===== src/hdl/sgp_pkg.sv =====
`timescale 1ns / 1ps
package sgp_pkg;

	typedef enum logic [2:0] {
		OP_LATCH = 3'd0,
		OP_READ  = 3'd1,
		OP_PAD   = 3'd2,
		OP_MOUSE = 3'd3,
		OP_GUN   = 3'd4
	} opcode_t;

	localparam logic [1:0] KIND_PAD   = 2'd0;
	localparam logic [1:0] KIND_MOUSE = 2'd1;
	localparam logic [1:0] KIND_GUN   = 2'd2;

	localparam logic REG_DEVICE_KIND = 1'b0;
	localparam logic REG_MOUSE_SPEED = 1'b1;

	localparam int PADDR_W = 3;
	localparam int PDATA_W = 32;

	localparam logic signed [15:0] CLAMP_MAX   = 16'sd127;
	localparam logic [15:0]        PAD_FILL    = 16'h8000;
	localparam logic [3:0]         GUN_NOISE   = 4'hF;
	localparam logic [15:0]        GUN_Y_LIMIT = 16'd224;
	localparam logic [5:0]         MOUSE_BITS  = 6'd32;

	// sign and magnitude of an accumulator, clamped to +/-127
	function automatic logic [7:0] axis_bits(input logic [15:0] acc);
		logic signed [15:0] v;
		logic signed [15:0] neg;
		logic [7:0]         r;
		v   = $signed(acc);
		neg = -v;
		if (v > CLAMP_MAX) begin
			r = {1'b0, 7'h7F};
		end else if (v < -CLAMP_MAX) begin
			r = {1'b1, 7'h7F};
		end else if (v < 16'sd0) begin
			r = {1'b1, neg[6:0]};
		end else begin
			r = {1'b0, v[6:0]};
		end
		return r;
	endfunction

	function automatic logic [31:0] build_mouse(
		input logic [1:0]  speed,
		input logic [1:0]  buttons,
		input logic [15:0] acc_x,
		input logic [15:0] acc_y
	);
		return {2'b00, speed, 3'b000, 1'b1, buttons[1], buttons[0], 6'b0,
			axis_bits(acc_y), axis_bits(acc_x)};
	endfunction

	function automatic logic [15:0] build_gun(
		input logic [3:0] buttons,
		input logic       offscreen
	);
		return {7'b0, offscreen, buttons, offscreen ? 4'h0 : GUN_NOISE};
	endfunction

endpackage


===== src/hdl/serial_game_port_shifter.sv =====
`timescale 1ns / 1ps
// Game port serial shifter for a standard pad, a mouse or a light gun. It takes
// one item (latch write, data bit read or host device update) in every clock
// cycle. An item is registered at its input transfer and applied to the device
// state when it leaves the input register; a data bit read puts its bit into
// the output register at that same edge. The input side stalls only while a
// read waits in the input register and the output register holds an untaken
// bit under stall. The APB port always answers with pready high; device_kind
// is at address 0, mouse_speed at 4.
module serial_game_port_shifter (
	input  logic                           clk,
	input  logic                           arst_n,
	input  logic                           psel,
	input  logic                           penable,
	input  logic                           pwrite,
	input  logic [sgp_pkg::PADDR_W-1:0]    paddr,
	input  logic [sgp_pkg::PDATA_W-1:0]    pwdata,
	output logic [sgp_pkg::PDATA_W-1:0]    prdata,
	output logic                           pready,
	input  logic                           in_valid,
	output logic                           in_stall,
	input  logic [2:0]                     opcode,
	input  logic                           latch_level,
	input  logic [15:0]                    pad_buttons,
	input  logic signed [15:0]             move_dx,
	input  logic signed [15:0]             move_dy,
	input  logic [3:0]                     button_bits,
	input  logic [15:0]                    aim_x,
	input  logic [15:0]                    aim_y,
	output logic                           out_valid,
	input  logic                           out_stall,
	output logic                           data_bit
);
	import sgp_pkg::*;

	logic [1:0] device_kind_q;
	logic [1:0] mouse_speed_q;

	logic        valid_s1;
	logic [2:0]  opcode_s1;
	logic        latch_level_s1;
	logic [15:0] pad_buttons_s1;
	logic [15:0] move_dx_s1;
	logic [15:0] move_dy_s1;
	logic [3:0]  button_bits_s1;
	logic [15:0] aim_x_s1;
	logic [15:0] aim_y_s1;

	logic        latch_held_q;
	logic [15:0] pad_word_q;
	logic [15:0] shift_word_q;
	logic [15:0] accum_x_q;
	logic [15:0] accum_y_q;
	logic [1:0]  mouse_buttons_q;
	logic [31:0] mouse_packet_q;
	logic [5:0]  mouse_count_q;
	logic [3:0]  gun_buttons_q;
	logic        gun_offscreen_q;

	logic        out_valid_q;
	logic        data_bit_q;

	logic        latch_held_d;
	logic [15:0] pad_word_d;
	logic [15:0] shift_word_d;
	logic [15:0] accum_x_d;
	logic [15:0] accum_y_d;
	logic [1:0]  mouse_buttons_d;
	logic [31:0] mouse_packet_d;
	logic [5:0]  mouse_count_d;
	logic [3:0]  gun_buttons_d;
	logic        gun_offscreen_d;
	logic        bit_d;

	logic        is_read_s1;
	logic        advance_s1;
	logic        in_xfer;
	logic        is_mouse;
	logic [31:0] mouse_build;
	logic [15:0] capture;
	logic [15:0] pad_shift;

	// configuration port
	assign pready = 1'b1;

	always_ff @(posedge clk or negedge arst_n) begin
		if (!arst_n) begin
			device_kind_q <= KIND_PAD;
			mouse_speed_q <= 2'd0;
		end else if (psel && penable && pwrite) begin
			unique case (paddr[2])
				REG_DEVICE_KIND: device_kind_q <= pwdata[1:0];
				REG_MOUSE_SPEED: mouse_speed_q <= pwdata[1:0];
				default: ;
			endcase
		end
	end

	always_comb begin
		unique case (paddr[2])
			REG_DEVICE_KIND: prdata = {{(PDATA_W-2){1'b0}}, device_kind_q};
			REG_MOUSE_SPEED: prdata = {{(PDATA_W-2){1'b0}}, mouse_speed_q};
			default:         prdata = '0;
		endcase
	end

	// input register
	assign is_read_s1 = (opcode_s1 == OP_READ);
	assign advance_s1 = valid_s1 && (!is_read_s1 || !out_valid_q || !out_stall);
	assign in_stall   = valid_s1 && !advance_s1;
	assign in_xfer    = in_valid && !in_stall;

	always_ff @(posedge clk or negedge arst_n) begin
		if (!arst_n) begin
			valid_s1 <= 1'b0;
		end else if (in_xfer) begin
			valid_s1 <= 1'b1;
		end else if (advance_s1) begin
			valid_s1 <= 1'b0;
		end
	end

	always_ff @(posedge clk) begin
		if (in_xfer) begin
			opcode_s1      <= opcode;
			latch_level_s1 <= latch_level;
			pad_buttons_s1 <= pad_buttons;
			move_dx_s1     <= $unsigned(move_dx);
			move_dy_s1     <= $unsigned(move_dy);
			button_bits_s1 <= button_bits;
			aim_x_s1       <= aim_x;
			aim_y_s1       <= aim_y;
		end
	end

	// device state update
	assign is_mouse    = (device_kind_q == KIND_MOUSE);
	assign mouse_build = build_mouse(mouse_speed_q, mouse_buttons_q, accum_x_q, accum_y_q);
	assign capture     = (device_kind_q == KIND_GUN) ?
		build_gun(gun_buttons_q, gun_offscreen_q) : pad_word_q;
	assign pad_shift   = latch_held_q ? capture : shift_word_q;

	always_comb begin
		latch_held_d    = latch_held_q;
		pad_word_d      = pad_word_q;
		shift_word_d    = shift_word_q;
		accum_x_d       = accum_x_q;
		accum_y_d       = accum_y_q;
		mouse_buttons_d = mouse_buttons_q;
		mouse_packet_d  = mouse_packet_q;
		mouse_count_d   = mouse_count_q;
		gun_buttons_d   = gun_buttons_q;
		gun_offscreen_d = gun_offscreen_q;
		bit_d           = 1'b1;
		case (opcode_s1)
			OP_LATCH: begin
				latch_held_d = latch_level_s1;
				if (latch_level_s1) begin
					if (is_mouse) begin
						mouse_packet_d = mouse_build;
						accum_x_d      = '0;
						accum_y_d      = '0;
						mouse_count_d  = '0;
					end else begin
						shift_word_d = capture;
					end
				end
			end
			OP_READ: begin
				if (is_mouse) begin
					if (latch_held_q) begin
						// re-latch without clearing the accumulators
						mouse_packet_d = mouse_build;
						mouse_count_d  = '0;
						bit_d          = mouse_build[31];
					end else if (mouse_count_q < MOUSE_BITS) begin
						bit_d         = mouse_packet_q[5'd31 - mouse_count_q[4:0]];
						mouse_count_d = mouse_count_q + 6'd1;
					end
				end else begin
					bit_d        = pad_shift[0];
					shift_word_d = (pad_shift >> 1) | PAD_FILL;
				end
			end
			OP_PAD: begin
				pad_word_d = pad_buttons_s1;
			end
			OP_MOUSE: begin
				accum_x_d       = accum_x_q + move_dx_s1;
				accum_y_d       = accum_y_q + move_dy_s1;
				mouse_buttons_d = button_bits_s1[1:0];
			end
			OP_GUN: begin
				gun_buttons_d   = button_bits_s1;
				gun_offscreen_d = (aim_x_s1[15:8] != 8'd0) || (aim_y_s1 >= GUN_Y_LIMIT);
			end
			default: ;
		endcase
	end

	always_ff @(posedge clk or negedge arst_n) begin
		if (!arst_n) begin
			latch_held_q    <= 1'b0;
			pad_word_q      <= '0;
			shift_word_q    <= '0;
			accum_x_q       <= '0;
			accum_y_q       <= '0;
			mouse_buttons_q <= '0;
			mouse_packet_q  <= '0;
			mouse_count_q   <= '0;
			gun_buttons_q   <= '0;
			gun_offscreen_q <= 1'b1;
		end else if (advance_s1) begin
			latch_held_q    <= latch_held_d;
			pad_word_q      <= pad_word_d;
			shift_word_q    <= shift_word_d;
			accum_x_q       <= accum_x_d;
			accum_y_q       <= accum_y_d;
			mouse_buttons_q <= mouse_buttons_d;
			mouse_packet_q  <= mouse_packet_d;
			mouse_count_q   <= mouse_count_d;
			gun_buttons_q   <= gun_buttons_d;
			gun_offscreen_q <= gun_offscreen_d;
		end
	end

	// output register: load a read result, drop after the transfer
	always_ff @(posedge clk or negedge arst_n) begin
		if (!arst_n) begin
			out_valid_q <= 1'b0;
		end else if (advance_s1 && is_read_s1) begin
			out_valid_q <= 1'b1;
		end else if (!out_stall) begin
			out_valid_q <= 1'b0;
		end
	end

	always_ff @(posedge clk) begin
		if (advance_s1 && is_read_s1) begin
			data_bit_q <= bit_d;
		end
	end

	assign out_valid = out_valid_q;
	assign data_bit  = data_bit_q;

endmodule


===== config.mk =====
export PLATFORM = sky130hd
export DESIGN_NAME = serial_game_port_shifter
export DESIGN_NICKNAME = d
export VERILOG_FILES = /design/src/hdl/sgp_pkg.sv /design/src/hdl/serial_game_port_shifter.sv
export SDC_FILE = /design/constraint.sdc
export NUM_CORES = 1
export LEC_CHECK = 0
export ABC_AREA = 1
export ABC_CLOCK_PERIOD_IN_PS = 10950
export BUFFER_PORTS_ARGS = -buffer_cell sky130_fd_sc_hd__buf_2
export CAP_MARGIN = 20
export CORE_ASPECT_RATIO = 1.1
export CORE_MARGIN = 4
export CORE_UTILIZATION = 63
export CTS_BUF_LIST = sky130_fd_sc_hd__clkbuf_2 sky130_fd_sc_hd__clkbuf_4 sky130_fd_sc_hd__clkbuf_8
export DETAILED_ROUTE_END_ITERATION = 12
export GPL_ROUTABILITY_DRIVEN = 0
export MAX_ROUTING_LAYER = met4
export PLACE_DENSITY = 0.95
export SYNTH_ARGS = -nofsm -noshare
export SYNTH_HDL_FRONTEND = slang
export SYNTH_SLANG_ARGS = --single-unit

===== constraint.sdc =====
create_clock -name clk -period 10.95 [get_ports clk]
set_input_delay 1.6425 -clock clk [delete_from_list [all_inputs] [get_ports clk]]
set_output_delay 1.6425 -clock clk [all_outputs]
set_load 0.005 [all_outputs]

==> qor.csv <==
metric;value;unit
# fillers;988;
Slew Viols, Final;0;
fmax;251;MHz
fin worst setup slack;6970;ps
clock buffer depth;2;
P_int;1.38;mW
setup violators final;0;
CTS tree;built;
Synth Register Bits;181;
Critical Path RT;9310;ps
worst hold slack;458;ps
CTS Hold Bufs;0;
Async S/R FF share, synth;58.0;%
via count;7671;
Routed wire per std cell;15.9;µm
CTS resizes;0;
pin count of the biggest net entering global routing;79;
sequential share of the synthesized area;52.9;%
Clock transition at path regs;90;ps
cell area after layout;10200;µm²
maximum capacitance violations;0;
1st-pass router iterations;8;
final worst-path cycle share;36.4;%
DP HPWL;14300;µm
unrepaired setup endpoints after global routing;false;
Synthesis Warnings;0;
final-stage net count;1287;
Net Sw Frac;38.3;%
Max IR drop VDD;0.000137;V
synthesized area;9290;µm²
antenna violations before repair;0;
LEAKAGE;4.84;nW
Placed Area;9740;µm²
Seq pwr share;43.8;%
Tmin final;3980;ps
largest area contributor in the netlist;dfrtp_1;
count of non-filler cells in the finished layout;1323;
combinational share of power;34.8;%
Post-DRT Antenna Nets;0;
row count;46;
DP Worst Slack;6960;ps
dpl cells;1291;
Net Switching;0.857;mW
Slew HR;31.9;%
Initial Utilization;64.3;%
total congestion overflow;0;
clk_lat worst skew;470;ps
WL final;21000;µm
Synth cell types;39;
clock network power share;21.5;%
Final Power;2.24;mW
layout cell share with drive strength beyond 1;13.5;%
die height;135;µm
GRT Resource Usage Total;26.3;%
hold crit path type;register to register;
drt via density;5.80;
outcome;complete, no violations;
Mapped Cells;1034;
crit path capture type;primary output;
total I/O pin count;166;
clk sinks;181;
CP max FO;3;
# DRC;0;
Worst Max-Slew Pin Slew;1020;ps
CP arrival;2340;ps
CTS root buf;clkbuf_8;
Util after Layout;70.3;%
Ant. Diodes;0;
P per Cell Area;220;nW/µm²
H-tree depth;4;
DIE AREA;16800;µm²
drt first-iter violations;845;
Die W;124;µm
CTS Buf Count;17;
share of the synthesized area in the top cell type;28.0;%
startpoint types;input pin;
Final TNS setup;0;ps
Setup Skew;18.4;ps
port bufs;89;
category of the critical setup timing path;input pin to primary output;
ys flop type;dfrtp_1;
Hold Fails Final Rpt;0;
Post-synth EDFFs;76;
Area Growth Syn to Fin;9.33;%
Syn Area/Cell;8.98;µm²
commonest non-fill, non-tap cells in the layout;259 x nand2_1, 104 x inv_1, 104 x dfrtp_1;
Area contributors post-synth;dfrtp_1 28%, edfxtp_1 25%, nand2_1 10%;
core area;14400;µm²
vias in the first global route;7338;
first-pass GRT wire length;33900;µm
# Post-CTS Setup Buffers;0;
most common cell after layout, fill and taps aside;nand2_1;
## cells in the mapped netlist (3+ instances only)
master and instances:
xnor2_1 3, nand2_2 3, o221ai_1 5, nand4_1 7, ha_1 37, dfrtp_1 104
nor2_1 67, nand2_1 259, o21ai_0 69, inv_2 7, nand3_1 57, a31oi_1 3
nor3_1 6, edfxtp_1 76, buf_2 10, o22ai_1 13, o21ai_1 35, a21oi_1 60
or2_2 6, nor4_1 7, buf_4 38, o21a_1 5, nand3b_1 8, xor2_1 13
clkbuf_1 6, mux2_2 9, inv_1 104
## final timing paths
| check | startpoint | cells after the start | slack (ps) | endpoint |
|---|---|---|---|---|
| worst max-delay path | out_stall | 6 | 6970 | in_stall |
| min in group asynchronous | arst_n | 1 | 1090 | out_valid$_DFFE_PN0P_ |
| worst max register to register | opcode_s1[2]$_DFFE_PP_ | 9 | 8240 | shift_word_q[0]$_DFFE_PN0P_ |
| worst min-delay path | button_bits_s1[3]$_DFFE_PP_ | 2 | 460 | gun_buttons_q[3]$_DFFE_PN0P_ |
| worst min register to register | button_bits_s1[3]$_DFFE_PP_ | 2 | 460 | gun_buttons_q[3]$_DFFE_PN0P_ |
| max in group asynchronous | arst_n | 2 | 8510 | accum_y_q[11]$_DFFE_PN0P_ |
## state kept, by name (all words and copies together) (netlist names), 11 cells and up
signal	count
shift_word_q	16
aim_y_s1	11
accum_x_q	16
move_dy_s1	16
move_dx_s1	16
accum_y_q	16
mouse_packet_q	21
pad_buttons_s1	16
pad_word_q	16
## power by group through the flow
stage | clock (mW) | sequential [mW] | combinational, mW
finish | 0.480 | 0.978 | 0.777
global route | 0.513 | 0.994 | 0.876
floorplan | 0 | 0.939 | 0.604
CTS | 0.481 | 0.973 | 0.765
detailed placement | 0 | 0.984 | 0.746
global placement | 0 | 0.976 | 0.698
## critical path, cell delays in order
cell and delay (ps):
buf_2 70, nand2_1 60, inv_1 50, nand2_1 70, nor2_1 270, buf_2 170
## layer usage
layer  share of wire (%)  wire length [µm]  vias up  global-route usage (%)
met5                   0                 0        -                       -
li1                    -                 -     3559                       -
met2                  51             10700      423                    43.8
met3                 7.3              1540       87                    4.89
met4                 3.9               815        0                    10.8
met1                  38              7950     3602                    31.5
## area by class of cell
cell class	count	area [µm²]	area share, %
flip-flops and latches	181	4910	48.4
inverters	112	420	4.14
multi-input cells	715	3700	36.5
clock inverters	14	175	1.72
repair buffers	91	463	4.56
well taps	192	240	2.37
clock buffers	18	241	2.38
## logic make-up (layout without fill, tap and decap cells)
family,count (synthesis),after routing,share of synthesized area (%)
compound gates,194,194,11.2
xor+xnor,16,16,1.51
fa+ha+maj,39,39,5.41
buf+inv,167,235,8.50
flops,181,181,52.9
mux,9,9,1.09
other cells,2,31,0.0808
simple gates,426,426,19.3
Power figures use the tool's default switching activity.
